File: config.mk
export PLATFORM = sky130hd
export DESIGN_NAME = alpha_mask_span_extractor_unit_flat
export DESIGN_NICKNAME = d
export VERILOG_FILES = /design/src/amse_pkg.sv /design/src/amse_req_if.sv /design/src/amse_rsp_if.sv /design/src/amse_csr.sv /design/src/amse_tracker.sv /design/src/alpha_mask_span_extractor_unit.sv /design/src/flat_wrapper.sv
export SDC_FILE = /design/constraint.sdc
export NUM_CORES = 1
export LEC_CHECK = 0
export BUFFER_PORTS_ARGS = -buffer_cell sky130_fd_sc_hd__buf_2
export CAP_MARGIN = 20
export CORE_MARGIN = 5
export CORE_UTILIZATION = 52
export CTS_CLUSTER_SIZE = 20
export DETAILED_ROUTE_END_ITERATION = 6
export HOLD_SLACK_MARGIN = 0.08
export PLACE_DENSITY = 0.85
export SLEW_MARGIN = 10
export SYNTH_ARGS = -nofsm -noshare
export SYNTH_HDL_FRONTEND = slang
export SYNTH_HIERARCHICAL = 1
export SYNTH_SLANG_ARGS = --single-unit
File: constraint.sdc
create_clock -name clock -period 5.6 [get_ports clock]
set_clock_uncertainty 0.1 [all_clocks]
set_input_delay 0.56 -clock clock [delete_from_list [all_inputs] [get_ports clock]]
set_output_delay 0.56 -clock clock [all_outputs]
set_load 0.01 [all_outputs]
File: src/amse_pkg.sv
// Shared types and constants of the alpha mask span extractor.
`timescale 1ns / 1ps
package amse_pkg;

   // Largest image dimension; counters saturate here.
   localparam int MaxDim   = 4096;
   localparam int CoordW   = 13;
   localparam int RowW     = 12;
   localparam int AlphaW   = 8;
   localparam int DataW    = 32;
   localparam int RegIdxW  = 2;
   localparam int AddrW    = RegIdxW + 2;

   localparam logic [AlphaW-1:0] AlphaOpaque = AlphaW'(255);
   localparam logic [CoordW-1:0] MaxDimCoord = CoordW'(MaxDim);

   typedef enum logic [RegIdxW-1:0] {
      REG_CLIP_LEFT   = 2'd0,
      REG_CLIP_TOP    = 2'd1,
      REG_CLIP_RIGHT  = 2'd2,
      REG_CLIP_BOTTOM = 2'd3
   } reg_idx_type;

   typedef struct packed {
      logic [CoordW-1:0] left;
      logic [CoordW-1:0] top;
      logic [CoordW-1:0] right;
      logic [CoordW-1:0] bottom;
   } clip_type;

   typedef struct packed {
      logic [RowW-1:0]   row;
      logic [RowW-1:0]   left;
      logic [CoordW-1:0] right;
   } span_type;

endpackage

File: src/amse_req_if.sv
// Pixel channel: valid/ready handshake carrying one alpha byte and its flags.
`timescale 1ns / 1ps
interface amse_req_if;
   import amse_pkg::*;

   logic              valid;
   logic              ready;
   logic [AlphaW-1:0] alpha;
   logic              row_end;
   logic              image_end;

   modport source (output valid, output alpha, output row_end, output image_end,
                   input ready);
   modport sink   (input valid, input alpha, input row_end, input image_end,
                   output ready);
endinterface

File: src/amse_rsp_if.sv
// Span channel: valid/ready handshake carrying one opaque span.
`timescale 1ns / 1ps
interface amse_rsp_if;
   import amse_pkg::*;

   logic              valid;
   logic              ready;
   logic [RowW-1:0]   span_row;
   logic [RowW-1:0]   span_left;
   logic [CoordW-1:0] span_right;

   modport source (output valid, output span_row, output span_left, output span_right,
                   input ready);
   modport sink   (input valid, input span_row, input span_left, input span_right,
                   output ready);
endinterface

File: src/amse_csr.sv
// Clip window registers behind an APB-style write/read port.
`timescale 1ns / 1ps
module amse_csr (
   input  logic                        clock,
   input  logic                        reset,
   input  logic                        psel,
   input  logic                        penable,
   input  logic                        pwrite,
   input  logic [amse_pkg::AddrW-1:0]  paddr,
   input  logic [amse_pkg::DataW-1:0]  pwdata,
   output logic [amse_pkg::DataW-1:0]  prdata,
   output logic                        pready,
   output amse_pkg::clip_type          clip
);
   import amse_pkg::*;

   clip_type    clip_ff, clip_in;
   reg_idx_type idx;
   logic        wr_en;

   assign pready = 1'b1;
   assign idx    = reg_idx_type'(paddr[AddrW-1:2]);
   assign wr_en  = psel && penable && pwrite;

   always_comb begin
      clip_in = clip_ff;
      if (wr_en) begin
         unique case (idx)
            REG_CLIP_LEFT:   clip_in.left   = pwdata[CoordW-1:0];
            REG_CLIP_TOP:    clip_in.top    = pwdata[CoordW-1:0];
            REG_CLIP_RIGHT:  clip_in.right  = pwdata[CoordW-1:0];
            REG_CLIP_BOTTOM: clip_in.bottom = pwdata[CoordW-1:0];
            default:         clip_in = clip_ff;
         endcase
      end
   end

   always_comb begin
      unique case (idx)
         REG_CLIP_LEFT:   prdata = DataW'(clip_ff.left);
         REG_CLIP_TOP:    prdata = DataW'(clip_ff.top);
         REG_CLIP_RIGHT:  prdata = DataW'(clip_ff.right);
         REG_CLIP_BOTTOM: prdata = DataW'(clip_ff.bottom);
         default:         prdata = '0;
      endcase
   end

   always_ff @(posedge clock) begin
      if (reset) begin
         clip_ff.left   <= '0;
         clip_ff.top    <= '0;
         clip_ff.right  <= MaxDimCoord;
         clip_ff.bottom <= MaxDimCoord;
      end else begin
         clip_ff <= clip_in;
      end
   end

   assign clip = clip_ff;

endmodule

File: src/amse_tracker.sv
// Position counters, window test and open-run tracking for one pixel per step.
`timescale 1ns / 1ps
module amse_tracker (
   input  logic                        clock,
   input  logic                        reset,
   input  logic                        step,
   input  logic [amse_pkg::AlphaW-1:0] alpha,
   input  logic                        row_end,
   input  logic                        image_end,
   input  amse_pkg::clip_type          clip,
   output logic                        emit,
   output amse_pkg::span_type          span
);
   import amse_pkg::*;

   logic [CoordW-1:0] col_ff, col_in;
   logic [CoordW-1:0] row_ff, row_in;
   logic [CoordW-1:0] start_ff, start_in;
   logic              in_span_ff, in_span_in;

   logic [CoordW-1:0] right_lim, bottom_lim, run_left, span_r;
   logic [CoordW:0]   col_next;
   logic              inwin, opaque, hit, last;

   assign right_lim  = (clip.right  > MaxDimCoord) ? MaxDimCoord : clip.right;
   assign bottom_lim = (clip.bottom > MaxDimCoord) ? MaxDimCoord : clip.bottom;
   assign inwin = (col_ff >= clip.left) && (col_ff < right_lim) &&
                  (row_ff >= clip.top)  && (row_ff < bottom_lim);
   assign opaque   = (alpha == AlphaOpaque);
   assign hit      = inwin && opaque;
   assign last     = row_end || image_end;
   assign col_next = {1'b0, col_ff} + (CoordW+1)'(1);
   assign run_left = in_span_ff ? start_ff : col_ff;

   always_comb begin
      emit       = 1'b0;
      span_r     = col_ff;
      start_in   = start_ff;
      in_span_in = in_span_ff;
      priority if (in_span_ff && !hit) begin
         // open run meets a pixel it cannot take: close before this pixel
         emit       = 1'b1;
         in_span_in = 1'b0;
      end else if (hit) begin
         start_in   = run_left;
         in_span_in = 1'b1;
         if ((col_next >= {1'b0, right_lim}) || last) begin
            emit       = 1'b1;
            span_r     = col_next[CoordW-1:0];
            in_span_in = 1'b0;
         end
      end else begin
         // nothing open and nothing to take: hold
      end
      if (image_end || row_end) begin
         in_span_in = 1'b0;
      end
   end

   assign span.row   = row_ff[RowW-1:0];
   assign span.left  = run_left[RowW-1:0];
   assign span.right = span_r;

   always_comb begin
      col_in = col_ff;
      row_in = row_ff;
      priority if (image_end) begin
         col_in = '0;
         row_in = '0;
      end else if (row_end) begin
         col_in = '0;
         if (row_ff < MaxDimCoord) begin
            row_in = row_ff + CoordW'(1);
         end
      end else begin
         // hold the column once it has saturated
         if (col_ff < MaxDimCoord) begin
            col_in = col_next[CoordW-1:0];
         end
      end
   end

   always_ff @(posedge clock) begin
      if (reset) begin
         col_ff     <= '0;
         row_ff     <= '0;
         start_ff   <= '0;
         in_span_ff <= 1'b0;
      end else if (step) begin
         col_ff     <= col_in;
         row_ff     <= row_in;
         start_ff   <= start_in;
         in_span_ff <= in_span_in;
      end
   end

endmodule

File: src/alpha_mask_span_extractor_unit.sv
// Top level of the alpha mask span extractor: pixel register, tracker, span register.
`timescale 1ns / 1ps
//
//   channel   direction  beat contents
//   req_chan  in         alpha, row_end, image_end (one pixel, raster order)
//   rsp_chan  out        span_row, span_left, span_right (one opaque span)
//   csr (APB) in/out     clip_left, clip_top, clip_right, clip_bottom
//
// One pixel a cycle sustained while the span register can take each span. A
// pixel beat lands in the pixel register, is judged there by the tracker and
// its span, if any, lands in the span register as the pixel advances, so a span
// beat never leaves in the cycle its pixel beat arrives.
// Reset clears counters, open run, both valid flags and sets the full window.
// A stalled span register holds the tracker only when the pixel at its head
// would produce another span; pixels that close nothing keep flowing.
module alpha_mask_span_extractor_unit (
   input  logic                       clock,
   input  logic                       reset,
   amse_req_if.sink                   req_chan,
   amse_rsp_if.source                 rsp_chan,
   input  logic                       psel,
   input  logic                       penable,
   input  logic                       pwrite,
   input  logic [amse_pkg::AddrW-1:0] paddr,
   input  logic [amse_pkg::DataW-1:0] pwdata,
   output logic [amse_pkg::DataW-1:0] prdata,
   output logic                       pready
);
   import amse_pkg::*;

   clip_type          clip;
   span_type          span, span_ff, span_in;
   logic              emit, advance, out_free;
   logic              pix_valid_ff, pix_valid_in;
   logic [AlphaW-1:0] alpha_ff;
   logic              row_end_ff, image_end_ff;
   logic              rsp_valid_ff, rsp_valid_in;

   amse_csr u_csr (
      .clock   (clock),
      .reset   (reset),
      .psel    (psel),
      .penable (penable),
      .pwrite  (pwrite),
      .paddr   (paddr),
      .pwdata  (pwdata),
      .prdata  (prdata),
      .pready  (pready),
      .clip    (clip)
   );

   amse_tracker u_tracker (
      .clock     (clock),
      .reset     (reset),
      .step      (advance),
      .alpha     (alpha_ff),
      .row_end   (row_end_ff),
      .image_end (image_end_ff),
      .clip      (clip),
      .emit      (emit),
      .span      (span)
   );

   // The span register can take a beat when empty or being drained now.
   assign out_free = !rsp_valid_ff || rsp_chan.ready;
   // Advance the held pixel unless it carries a span with nowhere to go.
   assign advance  = pix_valid_ff && (!emit || out_free);
   assign req_chan.ready = !pix_valid_ff || advance;

   assign pix_valid_in = req_chan.valid || (pix_valid_ff && !advance);

   always_comb begin
      span_in      = span_ff;
      rsp_valid_in = rsp_valid_ff && !rsp_chan.ready;
      if (advance && emit) begin
         span_in      = span;
         rsp_valid_in = 1'b1;
      end
   end

   always_ff @(posedge clock) begin
      if (reset) begin
         pix_valid_ff <= 1'b0;
         rsp_valid_ff <= 1'b0;
      end else begin
         pix_valid_ff <= pix_valid_in;
         rsp_valid_ff <= rsp_valid_in;
      end
   end

   // Payload registers: pixel fields load on a pixel beat, the span on an emitted span; both hold otherwise.
   always_ff @(posedge clock) begin
      if (req_chan.valid && req_chan.ready) begin
         alpha_ff     <= req_chan.alpha;
         row_end_ff   <= req_chan.row_end;
         image_end_ff <= req_chan.image_end;
      end
      span_ff <= span_in;
   end

   assign rsp_chan.valid      = rsp_valid_ff;
   assign rsp_chan.span_row   = span_ff.row;
   assign rsp_chan.span_left  = span_ff.left;
   assign rsp_chan.span_right = span_ff.right;

endmodule

File: src/flat_wrapper.sv
// flat-port wrapper written by rule: the top's interface ports become plain ports
module alpha_mask_span_extractor_unit_flat import amse_pkg::*;
  (clock, reset, psel, penable, pwrite, paddr, pwdata, prdata, pready, req_chan_valid, req_chan_alpha, req_chan_row_end, req_chan_image_end, req_chan_ready, rsp_chan_valid, rsp_chan_span_row, rsp_chan_span_left, rsp_chan_span_right, rsp_chan_ready);
  amse_req_if req_chan_i ();
  amse_rsp_if rsp_chan_i ();
  input  logic clock;
  input  logic reset;
  input  logic psel;
  input  logic penable;
  input  logic pwrite;
  input  logic [amse_pkg::AddrW-1:0] paddr;
  input  logic [amse_pkg::DataW-1:0] pwdata;
  output logic [amse_pkg::DataW-1:0] prdata;
  output logic pready;
  input wire logic [$bits(req_chan_i.valid)-1:0] req_chan_valid;
  input wire logic [$bits(req_chan_i.alpha)-1:0] req_chan_alpha;
  input wire logic [$bits(req_chan_i.row_end)-1:0] req_chan_row_end;
  input wire logic [$bits(req_chan_i.image_end)-1:0] req_chan_image_end;
  output wire logic [$bits(req_chan_i.ready)-1:0] req_chan_ready;
  output wire logic [$bits(rsp_chan_i.valid)-1:0] rsp_chan_valid;
  output wire logic [$bits(rsp_chan_i.span_row)-1:0] rsp_chan_span_row;
  output wire logic [$bits(rsp_chan_i.span_left)-1:0] rsp_chan_span_left;
  output wire logic [$bits(rsp_chan_i.span_right)-1:0] rsp_chan_span_right;
  input wire logic [$bits(rsp_chan_i.ready)-1:0] rsp_chan_ready;
  assign req_chan_i.valid = req_chan_valid;
  assign req_chan_i.alpha = req_chan_alpha;
  assign req_chan_i.row_end = req_chan_row_end;
  assign req_chan_i.image_end = req_chan_image_end;
  assign req_chan_ready = req_chan_i.ready;
  assign rsp_chan_valid = rsp_chan_i.valid;
  assign rsp_chan_span_row = rsp_chan_i.span_row;
  assign rsp_chan_span_left = rsp_chan_i.span_left;
  assign rsp_chan_span_right = rsp_chan_i.span_right;
  assign rsp_chan_i.ready = rsp_chan_ready;
  alpha_mask_span_extractor_unit u_core (.clock(clock), .reset(reset), .req_chan(req_chan_i), .rsp_chan(rsp_chan_i), .psel(psel), .penable(penable), .pwrite(pwrite), .paddr(paddr), .pwdata(pwdata), .prdata(prdata), .pready(pready));
endmodule
==> qor.csv <==
stage,metric,value,unit
outcome,status,"complete, no violations",
setup_path,critPathMaxStageDelay,0.49,ns
detailed_routing,post_drt_wl_per_cell,16.67,um
floorplanning,rows,45,
global_routing,antenna_found_initial,0,
floorplanning,core_area,15260,um^2
sta,rsz0062_at_grt,no,
clock_network,ctsHoldBuffers,0,
pwr,swShare,0.2179,
clock_network,cts.path.max_buffers,2,
sta,finalHoldViolCount,0,
synth,ys_seq_area_frac,0.4033,
synth,syn_inst,798,
setup_path,worst_setup_path_start_kind,register,
pwr,peakVddDrop,182.4,uV
synth,synth.cells.most_frequent,"93 x dfxtp_1, 80 x nand2b_1, 66 x ha_1",
floorplanning,die_y,134.9,um
sta,hold_slack,0.2090,ns
finish,post-route-util,0.5923,
setup_path,reg2reg_slack,0.39,ns
clock_network,cts_setup_buffers,0,
sta,max_freq,191.9,MHz
sta,slew_violations,0,
setup_path,cp_cell_sequence,"ha_1, and3_1, and3_1, and3_1, and3_1, and3_1, xor2_1, ha_1, nor2b_1, nor4b_1, nand4_1, mux2_2, a21boi_2, o21a_1, nand3_1, nor2_1, nand3_1, xor2_1, nor2_1",
synth,synthArstFlopShare,0,
synth,synth_top_area_frac,0.2294,
global_routing,grt_max_degree,68,
detailed_routing,vias,5899,
detailed_routing,drt_iter0_markers,393,
floorplanning,die_x,134.9,um
pwr,p_leak,3.732,nW
placement,dp_hpwl,12930,um
global_routing,first_global_vias,5799,
synth,synth_top_area_cell,dfxtp_1,
setup_path,worstPathArrival,5.41,ns
finish,diodes,0,
pwr,power_frac_comb,0.048,
synth,synth_most_common_cell,dfxtp_1,
synth,ys_ff_latch,140,
synth,yosysWarnings,6,
detailed_routing,via_per_inst,5.498,
floorplanning,floorplan.initialDensity,0.5319,
pwr,clkPwrFrac,0.479,
run,cap_viol_max_count,0,
placement,dp.cells,1040,
synth,synth-edff-count,47,
placement,portBuffers,83,
global_routing,grt_usage,0.2020,
sta,worst_slew_pin_slew,1.116,ns
synth,syn-cell-area,8115,um^2
pwr,seqPwrFrac,0.473,
sta,finalSetupTns,0,ns
finish,fillers,1278,
floorplanning,pin_count,125,
synth,synth_cell_types,58,
setup_path,path_buf_inv,0,
setup_path,crit_path_max_fanout,9,
clock_network,clkTransAtPathRegs,0.06,ns
finish,layout.cells.non_filler,1073,
global_routing,grt-ovfl-total,0,
pwr,switchingPower,0.4913,mW
sta,period_share,0.9306,
finish,final_nets,968,
clock_network,clock_sinks,140,
setup_path,critPathMostFrequentCell,and3_1,
sta,timing.slew.headroom,0.2540,
clock_network,cts_root_buf,clkbuf_16,
clock_network,clock_latency,0.43,ns
global_routing,grt_pass1_wl,29080,um
setup_path,required,5.80,ns
clock_network,cts_buffers,17,
floorplanning,die-area,18200,um^2
placement,gp_congestion,0.8824,
detailed_routing,drc,0,
clock_network,htreeDepth,4,
finish,area_growth,11.36,%
sta,min_period,5.211,ns
synth,avgSynthCellArea,10.17,um^2
clock_network,cts_tree,done,
detailed_routing,ant_nets,0,
hold_path,min_path_type,primary input to register,
detailed_routing,wirelength,17880,um
detailed_routing,drtPass1Iterations,5,
setup_path,path_class,register to register,
setup_path,path_delay_family,simple AND/OR/NAND/NOR gates,
synth,synth_flop_cell,dfxtp_1,
setup_path,end_kind,register,
setup_path,slowest_stage,dfxtp_1,
pwr,power_density,249.5,nW/um^2
finish,drive_above_1_share,0.1879,
sta,setup_viol,0,
synth,synthTopCellsByArea,"dfxtp_1 23%, edfxtp_1 17%, ha_1 10%",
pwr,internal-power,1.764,mW
-- registers in the layout, summed over array words and instances, names as in the netlist, 8 cells and up --
name,cells
u_core/u_csr/clip,52
u_core/u_tracker/start_ff,12
u_core/u_tracker/col_ff,13
u_core/rsp_chan.span_right,13
u_core/alpha_ff,8
u_core/u_tracker/row_ff,13
u_core/rsp_chan.span_left,12
u_core/rsp_chan.span_row,12
-- cell type report --
| cell class | count | area [um^2] | share of cell area |
|---|---|---|---|
| Multi-Input combinational cell | 564 | 4314 | 0.4774 |
| Clock inverter | 12 | 120.1 | 0.01329 |
| Clock buffer | 20 | 446.7 | 0.04943 |
| Timing Repair Buffer | 91 | 488.0 | 0.05399 |
| Inverter | 35 | 131.4 | 0.01454 |
| Sequential cell | 140 | 3273 | 0.3622 |
| Tap cell | 211 | 264.0 | 0.02921 |
-- cells by family after synthesis --
group | share of synthesized area
simple gates | 0.1892
flops | 0.4033
buf+inv | 0.07478
compound gates | 0.07555
mux | 0.1210
fa+ha+maj | 0.1018
xor+xnor | 0.03346
other cells | 0.0009254
-- cells in the final DEF (no fill, tap or decap), drive strengths merged, types with 4 or more instances in the layout --
| cell type | instances |
|---|---|
| mux2i | 52 |
| clkbuf | 20 |
| and3 | 9 |
| nor2 | 41 |
| a21o | 6 |
| edfxtp | 47 |
| a21oi | 30 |
| a211oi | 6 |
| o211ai | 4 |
| conb | 20 |
| o21ai | 37 |
| dfxtp | 93 |
| nor2b | 4 |
| nand2 | 50 |
| nand3 | 22 |
| mux4 | 13 |
| inv | 38 |
| clkinv | 4 |
| ha | 66 |
| nor3 | 11 |
| mux2 | 13 |
| nand3b | 18 |
| xnor2 | 18 |
| buf | 91 |
| nand4 | 12 |
| xor2 | 13 |
| nand2b | 80 |
| or3 | 9 |
-- power by group through the flow --
| stage | Combinational [mW] | Sequential (mW) | Clock [mW] |
|---|---|---|---|
| 2_1_floorplan | 0.0874 | 1.08 | 0 |
| 5_1_grt | 0.117 | 1.07 | 1.14 |
| 3_3_place_gp | 0.104 | 1.09 | 0 |
| 6_report | 0.108 | 1.07 | 1.08 |
| 3_5_place_dp | 0.106 | 1.09 | 0 |
| 4_1_cts | 0.107 | 1.07 | 1.10 |
-- worst reg2reg max path, cell delays in order (launching register included) --
cell and delay, ns:
dfxtp_1 0.49, ha_1 0.33, and3_1 0.22, and3_1 0.27, and3_1 0.29, and3_1 0.29, and3_1 0.25, xor2_1 0.18
ha_1 0.27, nor2b_1 0.14, nor4b_1 0.40, nand4_1 0.18, mux2_2 0.34, a21boi_2 0.28, o21a_1 0.29, nand3_1 0.16
nor2_1 0.25, nand3_1 0.14, xor2_1 0.16, nor2_1 0.05
-- timing repair --
item,in CTS,in global routing
setup endpoints to repair,0,5
resized for setup,0,1
endpoints found under the hold margin,0,0
-- final timing paths --
check,start,depth (start not counted),end
max,u_core/u_tracker/col_ff[1],19,u_core/u_tracker/row_ff[10]
min,req_chan_alpha[6],1,u_core/alpha_ff[6]
max reg2reg,u_core/u_tracker/col_ff[1],19,u_core/u_tracker/row_ff[10]
min reg2reg,u_core/u_tracker/start_ff[8],2,u_core/u_tracker/start_ff[8]
-- layer usage --
| metal | wire length [um] | GRT usage | vias up |
|---|---|---|---|
| li1 | - | - | 2879 |
| met1 | 7788 | 0.2589 | 2785 |
| met2 | 8463 | 0.3280 | 189 |
| met3 | 1058 | 0.04508 | 46 |
| met4 | 574 | 0.08937 | 0 |
| met5 | 0 | 0 | - |
-- metrics by stage --
| step | power, mW | area, um^2 | worst slack (ns) |
|---|---|---|---|
| finish | 2.255 | 9037 | 0.3885 |
| global route | 2.326 | 9037 | 0.05805 |
| CTS | 2.270 | 9014 | 0.3957 |
| detailed placement | 1.194 | 8447 | 0.4614 |
| global placement | 1.191 | 8447 | 0.5017 |
| floorplan | 1.172 | 8183 | 0.2330 |
Power figures use the tool's default switching activity.
